`config.mk`:
```
export PLATFORM = sky130hd
export DESIGN_NAME = suwl_compare
export DESIGN_NICKNAME = d
export VERILOG_FILES = /design/src/hdl/suwl_pkg.sv /design/src/hdl/suwl_compare.sv
export SDC_FILE = /design/constraint.sdc
export NUM_CORES = 1
export LEC_CHECK = 0
export ABC_CLOCK_PERIOD_IN_PS = 3400
export BUFFER_PORTS_ARGS = -buffer_cell sky130_fd_sc_hd__buf_4
export CAP_MARGIN = 20
export CELL_PAD_IN_SITES_DETAIL_PLACEMENT = 1
export CELL_PAD_IN_SITES_GLOBAL_PLACEMENT = 1
export CORE_AREA = 2 2 125 127
export DETAILED_ROUTE_END_ITERATION = 6
export DIE_AREA = 0 0 127 129
export GPL_TIMING_DRIVEN = 0
export PLACE_DENSITY = 0.85
export SLEW_MARGIN = 10
export SYNTH_ARGS = -nofsm -noshare
export SYNTH_HDL_FRONTEND = slang
export SYNTH_SLANG_ARGS = --single-unit
```
`constraint.sdc`:
```
create_clock -name vclk -period 3.4
set_input_delay 0.17 -clock vclk [all_inputs]
set_output_delay 0.17 -clock vclk [all_outputs]
set_load 0.02 [all_outputs]
```
`src/hdl/suwl_pkg.sv`:
```
// Shared types and constants for the sorted unique word list unit.
package suwl_pkg;

   localparam int WORD_BYTES = 20;
   localparam int WORD_BITS  = 8 * WORD_BYTES;

   typedef struct packed {
      logic [31:0] tail;
      logic [63:0] middle;
      logic [63:0] head;
   } word_type;

   typedef struct packed {
      logic lt;
      logic eq;
   } cmp_result_type;

endpackage

```
`src/hdl/suwl_compare.sv`:
```
// Shared 160-bit word comparator: head, then middle, then tail, all unsigned.
module suwl_compare
   import suwl_pkg::*;
(
   input  word_type       a,
   input  word_type       b,
   output cmp_result_type result
);

   logic [WORD_BITS-1:0] a_key;
   logic [WORD_BITS-1:0] b_key;

   // Head is most significant, so the key concatenates in string order.
   assign a_key = {a.head, a.middle, a.tail};
   assign b_key = {b.head, b.middle, b.tail};

   assign result.lt = (a_key < b_key);
   assign result.eq = (a_key == b_key);

endmodule
```
==> impl_metrics.py, run 1 <==
metrics = {
    "run_status": {
        "status": "completed",
    },
    "placed_design": {
        "port_buffers": 322,
        "place_congestion": 0.824,
        "dp_hpwl_um": 15800,
        "dpl_cell_area_um2": 6720,
    },
    "sta": {
        "min_period_ns": 2.58,
        "finalSetupTns_ns": 0,
        "rsz0062_at_grt": "false",
        "drv_slew": 0,
        "worst_pin_slew_ns": 0.388,
        "max_freq_mhz": 388,
        "setup_viol": 0,
        "final-hold-violation-count": 0,
        "maxSlewHeadroom_pct": 73.9,
        "fin_crit_sh_pct": 75.9,
    },
    "cells_and_area": {
        "fin_nets": 1375,
        "design_area_um2": 6720,
        "insertedDiodeCount": 0,
        "area_delta_synth_final_pct": 65.3,
        "drive_gt1_share_pct": 36.4,
        "multi_input_area_um2": 3460,
        "n_fill_cell": 1957,
        "seq_area_um2": 0,
        "seq_cells": 0,
        "clock_buffers": 0,
    },
    "worst_setup_path": {
        "arrival_ns": 2.41,
        "required_ns": 3.23,
        "critPathLaunchType": "input pin",
        "crit_path_end_kind": "output port",
        "critPathKind": "input pin to output port",
        "crit_fanout": 5,
    },
    "global_routing": {
        "grt_pass1_wl_um": 25500,
        "grt_pass1_vias": 5530,
        "overflow": 0,
        "antenna_found_initial": 0,
        "grtUsageTotal_pct": 19.2,
        "grt_max_degree": 6,
    },
    "worst_hold_path": {
        "hp-start": "a[95]",
        "hold_class": "input pin to output port",
        "holdPathEnd": "result[1]",
        "hold_depth": 7,
    },
    "synth": {
        "synth_top_area_share_pct": 49.3,
        "synth.largest_area_cell": "ha_1",
        "synth_area_per_cell_um2": 7.11,
        "ys.warnings.count": 0,
        "ys_top_cells_by_area": "ha_1 (49%), inv_1 (15%), a21o_1 (6.5%)",
        "syn_inst": 571,
        "synth.yosys.seq_area_share_pct": 0,
        "synth_cell_types": 32,
        "syn_nets": 1051,
        "synth.cell_area_um2": 4060,
        "synth_common_cells": "ha_1 (160), inv_1 (160), a21oi_1 (51)",
    },
    "drt": {
        "drc": 0,
        "wl_per_cell_um": 15.1,
        "drtIter0Drc": 79,
        "vias_per_cell": 4.85,
        "dr.pass1.iters": 4,
        "routed_wl_um": 16400,
        "vias": 5246,
        "postRouteAntennaNets": 0,
    },
    "die": {
        "ioPinCount": 322,
        "fp.dieW_um": 127,
        "start_util_pct": 27.1,
        "rows": 45,
        "die_height_um": 129,
        "core_um2": 15000,
        "die_area_um2": 16400,
    },
    "cts": {
        "cts_setup_buffers": 0,
        "cts_hold_buf": 0,
        "post_cts_resized": 0,
    },
    "power": {
        "powerDensity_nw_per_um2": 108,
        "max-vdd-ir-drop_v": 0.0000461,
        "p_leak_nw": 4.21,
    },
    "flow_run": {
        "maxCapViolations": 0,
    },
}
## per-layer routing
layer / global-route usage [%] / wire (um) / up-vias / share of wire (%)
met3: 4.37 / 1430 / 26 / 8.7
met1: 19.1 / 5820 / 2353 / 36
met4: 5.95 / 555 / 0 / 3.4
met2: 39.0 / 8570 / 229 / 52
li1: - / - / 2638 / -
met5: 0 / 0 / - / 0
## placed cells by master, fill, tap and decap left out, types with 11 or more instances in the layout
master	synthesis	final
a21o_1	35	35
a21oi_1	51	51
buf_4	0	322
ha_1	160	160
inv_1	160	160
nand2_1	27	27
nand3_1	14	14
nand4_1	31	31
nor2_1	16	16
nor3_1	13	13
o21ai_0	11	11
## how the worst max path moves through the flow
stage,startpoint,end,slack [ns],cells after the start
finish,a[78],result[1],0.82,11
global placement,b[62],result[1],0.82,10
global route,a[78],result[1],0.62,11
floorplan,b[43],result[1],1.12,10
detailed placement,a[78],result[1],0.79,11
CTS,a[78],result[1],0.78,11
## area by class of cell
cell class | count | area share, %
Multi-Input combinational cell | 411 | 51.6
Timing Repair Buffer | 322 | 36.0
Tap cell | 188 | 3.50
Inverter | 160 | 8.94
## cell families (layout without fill, tap and decap cells)
logic type / count (synthesis) / count (layout) / share of synthesized area [%]
compound gates: 127 / 127 / 19.7
fa+ha+maj: 160 / 160 / 49.3
buf+inv: 160 / 482 / 14.8
simple gates: 124 / 124 / 16.2
## critical path, cell delays in order
cell and delay, ns:
buf_4 0.11, ha_1 0.32, nand4_1 0.20, nor3_1 0.08
a221oi_1 0.27, o211ai_1 0.21, nor4_1 0.41, a31oi_1 0.18
o21a_1 0.22, nor2_1 0.08, buf_4 0.15
## where the power goes
group / switching (mW) / leakage, nW / internal, mW
Combinational: 0.299 / 4.21 / 0.429
Sequential: 0 / 0 / 0
Clock: 0 / 0 / 0
## per-stage QoR
| step | utilization (%) | worst slack, ns | std cells | hold WS (ns) | total power, mW |
|---|---|---|---|---|---|
| detailed placement | 44.8 | 0.793 | 1081 | 0.999 | 0.734 |
| CTS | 44.8 | 0.776 | 1081 | 1.00 | 0.738 |
| global placement | 44.8 | 0.823 | 1081 | 0.972 | 0.704 |
| global route | 44.8 | 0.619 | 1081 | 1.06 | 0.829 |
| finish | 44.8 | 0.820 | 1081 | 0.988 | 0.728 |
| floorplan | - | 1.12 | 571 | 0.728 | 0.328 |
(Power assumes the default switching activity.)
==> inputs of run 2 (changes only) <==
--- a/config.mk
+++ b/config.mk
@@ -5,16 +5,16 @@
 export SDC_FILE = /design/constraint.sdc
 export NUM_CORES = 1
 export LEC_CHECK = 0
-export ABC_CLOCK_PERIOD_IN_PS = 3400
+export ABC_CLOCK_PERIOD_IN_PS = 2100
 export BUFFER_PORTS_ARGS = -buffer_cell sky130_fd_sc_hd__buf_4
 export CAP_MARGIN = 20
 export CELL_PAD_IN_SITES_DETAIL_PLACEMENT = 1
 export CELL_PAD_IN_SITES_GLOBAL_PLACEMENT = 1
-export CORE_AREA = 2 2 125 127
+export CORE_ASPECT_RATIO = 1.2
+export CORE_UTILIZATION = 24
 export DETAILED_ROUTE_END_ITERATION = 6
-export DIE_AREA = 0 0 127 129
 export GPL_TIMING_DRIVEN = 0
-export PLACE_DENSITY = 0.85
+export PLACE_DENSITY = 0.8
 export SLEW_MARGIN = 10
 export SYNTH_ARGS = -nofsm -noshare
 export SYNTH_HDL_FRONTEND = slang
==> constraint.sdc (replaced) <==
create_clock -name vclk -period 2.1
set_input_delay 0.105 -clock vclk [all_inputs]
set_output_delay 0.105 -clock vclk [all_outputs]
set_load 0.02 [all_outputs]
==> impl_metrics.py, run 2 (same netlist as run 1, synthesis figures left out) <==
metrics = {
    "worst_setup_path": {
        "max_stage_delay_ns": 0.41,
        "cp_common_cell": "o21ai_1",
        "crit_fanout": 2,
        "crit_buf_inv": 3,
        "startpoint": "b[43]",
        "crit_slowest_cell": "or3_4",
        "critPathTopFamily": "simple AND/OR/NAND/NOR gates",
        "critPathKind": "input pin to output port",
        "crit_path_end_kind": "output port",
        "path_cells": "buf_4 > inv_2 > ha_4 > and3_4 > a221o_1 > a221oi_2 > o21ai_1 > nor2_1 > o21ai_1 > or3_4 > nor2_4 > buf_6",
        "critPathLaunchType": "input pin",
        "required_ns": 2.00,
        "arrival_ns": 2.16,
        "path_depth": 12,
        "crit_path_end": "result[1]",
    },
    "drt": {
        "routed.top_layer": "met4",
        "vias": 5445,
        "dr.pass1.iters": 4,
        "postRouteAntennaNets": 0,
        "wl_met3_um": 1530,
        "met1_length_um": 6000,
        "vias_per_cell": 4.82,
        "drc": 0,
        "drtIter0Drc": 88,
        "wl_per_cell_um": 16.8,
        "dr_wl_met2_um": 10700,
        "routed_wl_um": 18900,
    },
    "power": {
        "power.switching_uw": 597,
        "p_leak_nw": 4.40,
        "p_int_uw": 833,
        "max-vdd-ir-drop_v": 0.0000817,
        "p_clk_share_pct": 0,
        "p_sw_share_pct": 41.7,
        "pwr-share-seq_pct": 0,
        "powerDensity_nw_per_um2": 183,
        "pwr-share-comb_pct": 100.0,
    },
    "cells_and_area": {
        "multi_input_area_um2": 4260,
        "seq_area_um2": 0,
        "fin_nets": 1400,
        "final_common_cell": "buf_4",
        "n_fill_cell": 2015,
        "design_area_um2": 7810,
        "clock_buffers": 0,
        "area_delta_synth_final_pct": 92.2,
        "seq_cells": 0,
        "drive_gt1_share_pct": 49.8,
        "insertedDiodeCount": 0,
        "layout_common_cells": "buf_4 (330), inv_1 (135), ha_1 (112), ha_4 (48), a21oi_1 (46)",
    },
    "sta": {
        "fin_crit_sh_pct": 108,
        "min_period_ns": 2.27,
        "maxSlewHeadroom_pct": 65.9,
        "worst_pin_slew_ns": 0.507,
        "setup_viol": 2,
        "max_freq_mhz": 441,
        "drv_slew": 0,
        "final-hold-violation-count": 0,
        "rsz0062_at_grt": "true",
        "hold_slack_ns": 0.847,
        "fin_ws_ns": -0.169,
    },
    "global_routing": {
        "antenna_found_initial": 0,
        "grt_pass1_wl_um": 28100,
        "overflow": 0,
        "grt_pass1_vias": 5975,
        "grt_max_degree": 5,
        "grtUsageTotal_pct": 20.4,
    },
    "run_status": {
        "violations": "setup timing",
        "status": "complete, but fails checks",
    },
    "die": {
        "fp.dieW_um": 121,
        "rows": 51,
        "start_util_pct": 24.8,
        "die_area_um2": 17500,
        "die_height_um": 145,
        "core_um2": 16400,
        "ioPinCount": 322,
    },
    "cts": {
        "cts_hold_buf": 0,
    },
    "placed_design": {
        "place_congestion": 0.832,
        "dpl_cell_area_um2": 6750,
        "port_buffers": 322,
        "dp_hpwl_um": 15700,
    },
    "flow_run": {
        "maxCapViolations": 0,
    },
    "worst_hold_path": {
        "hold_class": "input pin to output port",
    },
}
-- run 2: cell count changes in the layout (fill, tap and decap cells not counted), moves of 7 or more --
cell   change
buf_4      +8
buf_6     +17
ha_1      -48
ha_4      +48
inv_1     -25
inv_2     +18
inv_4      +7
-- run 2: per-stage QoR --
| stage | TNS [ns] | cells | worst slack [ns] | utilization, % | power (mW) |
|---|---|---|---|---|---|
| after floorplan | 0 | 571 | 0.0126 | - | 0.533 |
| final | -0.173 | 1130 | -0.169 | 47.6 | 1.43 |
| after CTS | -0.0886 | 1127 | -0.0886 | 46.5 | 1.36 |
| after detailed placement | -0.753 | 1105 | -0.432 | 41.1 | 1.18 |
| after global placement | -0.761 | 1105 | -0.440 | 41.1 | 1.14 |
| after global routing | -0.306 | 1130 | -0.226 | 47.6 | 1.60 |
-- run 2: power by group through the flow --
| stage | Sequential, mW | Combinational [mW] | Clock [mW] |
|---|---|---|---|
| 2_1_floorplan | 0 | 0.533 | 0 |
| 3_3_place_gp | 0 | 1.14 | 0 |
| 3_5_place_dp | 0 | 1.18 | 0 |
| 4_1_cts | 0 | 1.36 | 0 |
| 5_1_grt | 0 | 1.60 | 0 |
| 6_report | 0 | 1.43 | 0 |
-- run 2: timing repair --
action | CTS | global route
setup buffers | 22 | 3
pin swaps | 53 | 23
endpoints found under the setup margin | 2 | 2
gates resized for setup | 105 | 37
-- run 2: layer usage --
layer  vias up  track usage [%]
li1       2693                -
met1      2474             18.3
met2       238             43.6
met3        40             4.89
met4         0             6.50
met5         -                0
-- run 2: worst min-delay path, cell delays in order --
cell and delay [ns]:
buf_4 0.09, ha_4 0.12, a21oi_1 0.04, o21ai_1 0.08
or3_4 0.15, nor2_4 0.03, buf_6 0.12
-- run 2: cell type report --
type	instances	share of cell area, %
repair buffers	347	34.2
well taps	212	3.40
multi-input cells	411	54.5
inverters	160	7.92
-- run 2: worst min path at each step --
stage | from | to | slack (ns) | cells past startpoint
2_1_floorplan | a[63] | result[1] | 0.59 | 5
3_3_place_gp | a[63] | result[1] | 0.84 | 7
3_5_place_dp | a[63] | result[1] | 0.85 | 7
4_1_cts | a[63] | result[1] | 0.82 | 7
5_1_grt | a[63] | result[1] | 0.88 | 7
6_report | a[63] | result[1] | 0.85 | 7
==> inputs of run 3 (changes only) <==
--- a/config.mk
+++ b/config.mk
@@ -8,7 +8,7 @@
 export ABC_CLOCK_PERIOD_IN_PS = 2100
 export BUFFER_PORTS_ARGS = -buffer_cell sky130_fd_sc_hd__buf_4
 export CAP_MARGIN = 20
-export CELL_PAD_IN_SITES_DETAIL_PLACEMENT = 1
+export CELL_PAD_IN_SITES_DETAIL_PLACEMENT = 0
 export CELL_PAD_IN_SITES_GLOBAL_PLACEMENT = 1
 export CORE_ASPECT_RATIO = 1.2
 export CORE_UTILIZATION = 24
==> impl_metrics.py, run 3 (same netlist as run 1, synthesis figures left out) <==
metrics = {
    "drt": {
        "drtIter0Drc": 88,
        "vias": 5153,
        "postRouteAntennaNets": 0,
        "drc": 0,
        "wl_per_cell_um": 14.1,
        "vias_per_cell": 4.58,
        "dr.pass1.iters": 6,
        "routed_wl_um": 15900,
    },
    "worst_setup_path": {
        "crit_slowest_cell": "or4_4",
        "max_stage_delay_ns": 0.54,
        "critPathLaunchType": "input pin",
        "startpoint": "b[23]",
        "crit_buf_inv": 3,
        "crit_path_end_kind": "output port",
        "path_cells": "buf_4 > inv_1 > ha_4 > nand4_1 > nor2_2 > and4_4 > nand2_4 > or4_4 > a21oi_2 > o21a_1 > nor2_4 > buf_6",
        "critPathKind": "input pin to output port",
        "arrival_ns": 2.12,
        "critPathTopFamily": "simple AND/OR/NAND/NOR gates",
        "crit_fanout": 2,
        "required_ns": 2.00,
    },
    "die": {
        "ioPinCount": 322,
        "rows": 51,
        "start_util_pct": 24.8,
        "core_um2": 16400,
        "fp.dieW_um": 121,
        "die_height_um": 145,
        "die_area_um2": 17500,
    },
    "cells_and_area": {
        "area_delta_synth_final_pct": 90.3,
        "seq_area_um2": 0,
        "fin_nets": 1394,
        "final_common_cell": "buf_4",
        "n_fill_cell": 1638,
        "insertedDiodeCount": 0,
        "seq_cells": 0,
        "layout_common_cells": "buf_4 (336), inv_1 (135), ha_1 (108), ha_4 (52), a21oi_1 (45)",
        "multi_input_area_um2": 4280,
        "drive_gt1_share_pct": 49.8,
        "clock_buffers": 0,
    },
    "global_routing": {
        "grtUsageTotal_pct": 17.5,
        "overflow": 0,
        "grt_pass1_vias": 5369,
        "grt_max_degree": 5,
        "antenna_found_initial": 0,
        "grt_pass1_wl_um": 24400,
    },
    "sta": {
        "maxSlewHeadroom_pct": 64.9,
        "setup_viol": 1,
        "rsz0062_at_grt": "true",
        "final-hold-violation-count": 0,
        "drv_slew": 0,
        "fin_ws_ns": -0.125,
        "max_freq_mhz": 449,
        "worst_pin_slew_ns": 0.522,
        "fin_crit_sh_pct": 106,
        "min_period_ns": 2.22,
        "hold_slack_ns": 0.801,
    },
    "power": {
        "p_total_mw": 1.37,
        "p_leak_nw": 4.35,
        "powerDensity_nw_per_um2": 177,
        "max-vdd-ir-drop_v": 0.0000930,
    },
    "worst_hold_path": {
        "hold_class": "input pin to output port",
        "hp-start": "a[63]",
    },
    "placed_design": {
        "dp_hpwl_um": 13900,
        "place_congestion": 0.832,
        "port_buffers": 322,
    },
    "run_status": {
        "violations": "setup timing",
        "status": "complete, but fails checks",
    },
    "flow_run": {
        "maxCapViolations": 0,
    },
    "cts": {
        "cts_hold_buf": 0,
    },
}
-- run 3: changes by cell type in the layout (fill, tap and decap cells not counted), moves of 2 or more --
cell / before / now
o21ai_2: 2 / 0
inv_4: 7 / 2
buf_6: 17 / 5
buf_4: 330 / 336
ha_4: 48 / 52
inv_2: 18 / 23
ha_1: 112 / 108
o21ai_0: 8 / 10
-- run 3: path summary, 6_finish.rpt --
check,to,slack (ns),cells after the start
setup / recovery,result[1],-0.12,12
hold / removal,result[1],0.80,7
-- run 3: cell type report --
class / instances / area share (%)
Multi-Input combinational cell: 411 / 55.4
Timing Repair Buffer: 341 / 33.4
Inverter: 160 / 7.83
Tap cell: 212 / 3.43
-- run 3: power breakdown --
part | internal (mW) | switching, mW
Sequential | 0 | 0
Combinational | 0.810 | 0.556
Clock | 0 | 0
Total | 0.810 | 0.556
-- run 3: per-layer routing --
metal	vias to the layer above	global-route usage [%]	wire, um
met4	0	1.49	124
met3	8	3.82	1370
met5	-	0	0
met2	210	37.2	8770
met1	2248	17.4	5630
li1	2687	-	-
-- run 3: what timing repair did --
| action | 4_1_cts | 5_1_grt |
|---|---|---|
| endpoints found under the setup margin | 2 | 2 |
| pin swaps | 49 | 3 |
| buffers inserted | 19 | 0 |
| gates resized for setup | 118 | 6 |
-- run 3: per-stage QoR --
stage | TNS [ns] | area, um^2 | setup WS (ns) | cells | utilization (%)
finish | -0.125 | 7730 | -0.125 | 1124 | 47.1
floorplan | 0 | 4070 | 0.0126 | 571 | -
global route | -0.310 | 7730 | -0.251 | 1124 | 47.1
CTS | -0.0909 | 7690 | -0.0909 | 1124 | 46.9
detailed placement | -0.711 | 6750 | -0.424 | 1105 | 41.1
global placement | -0.761 | 6750 | -0.440 | 1105 | 41.1
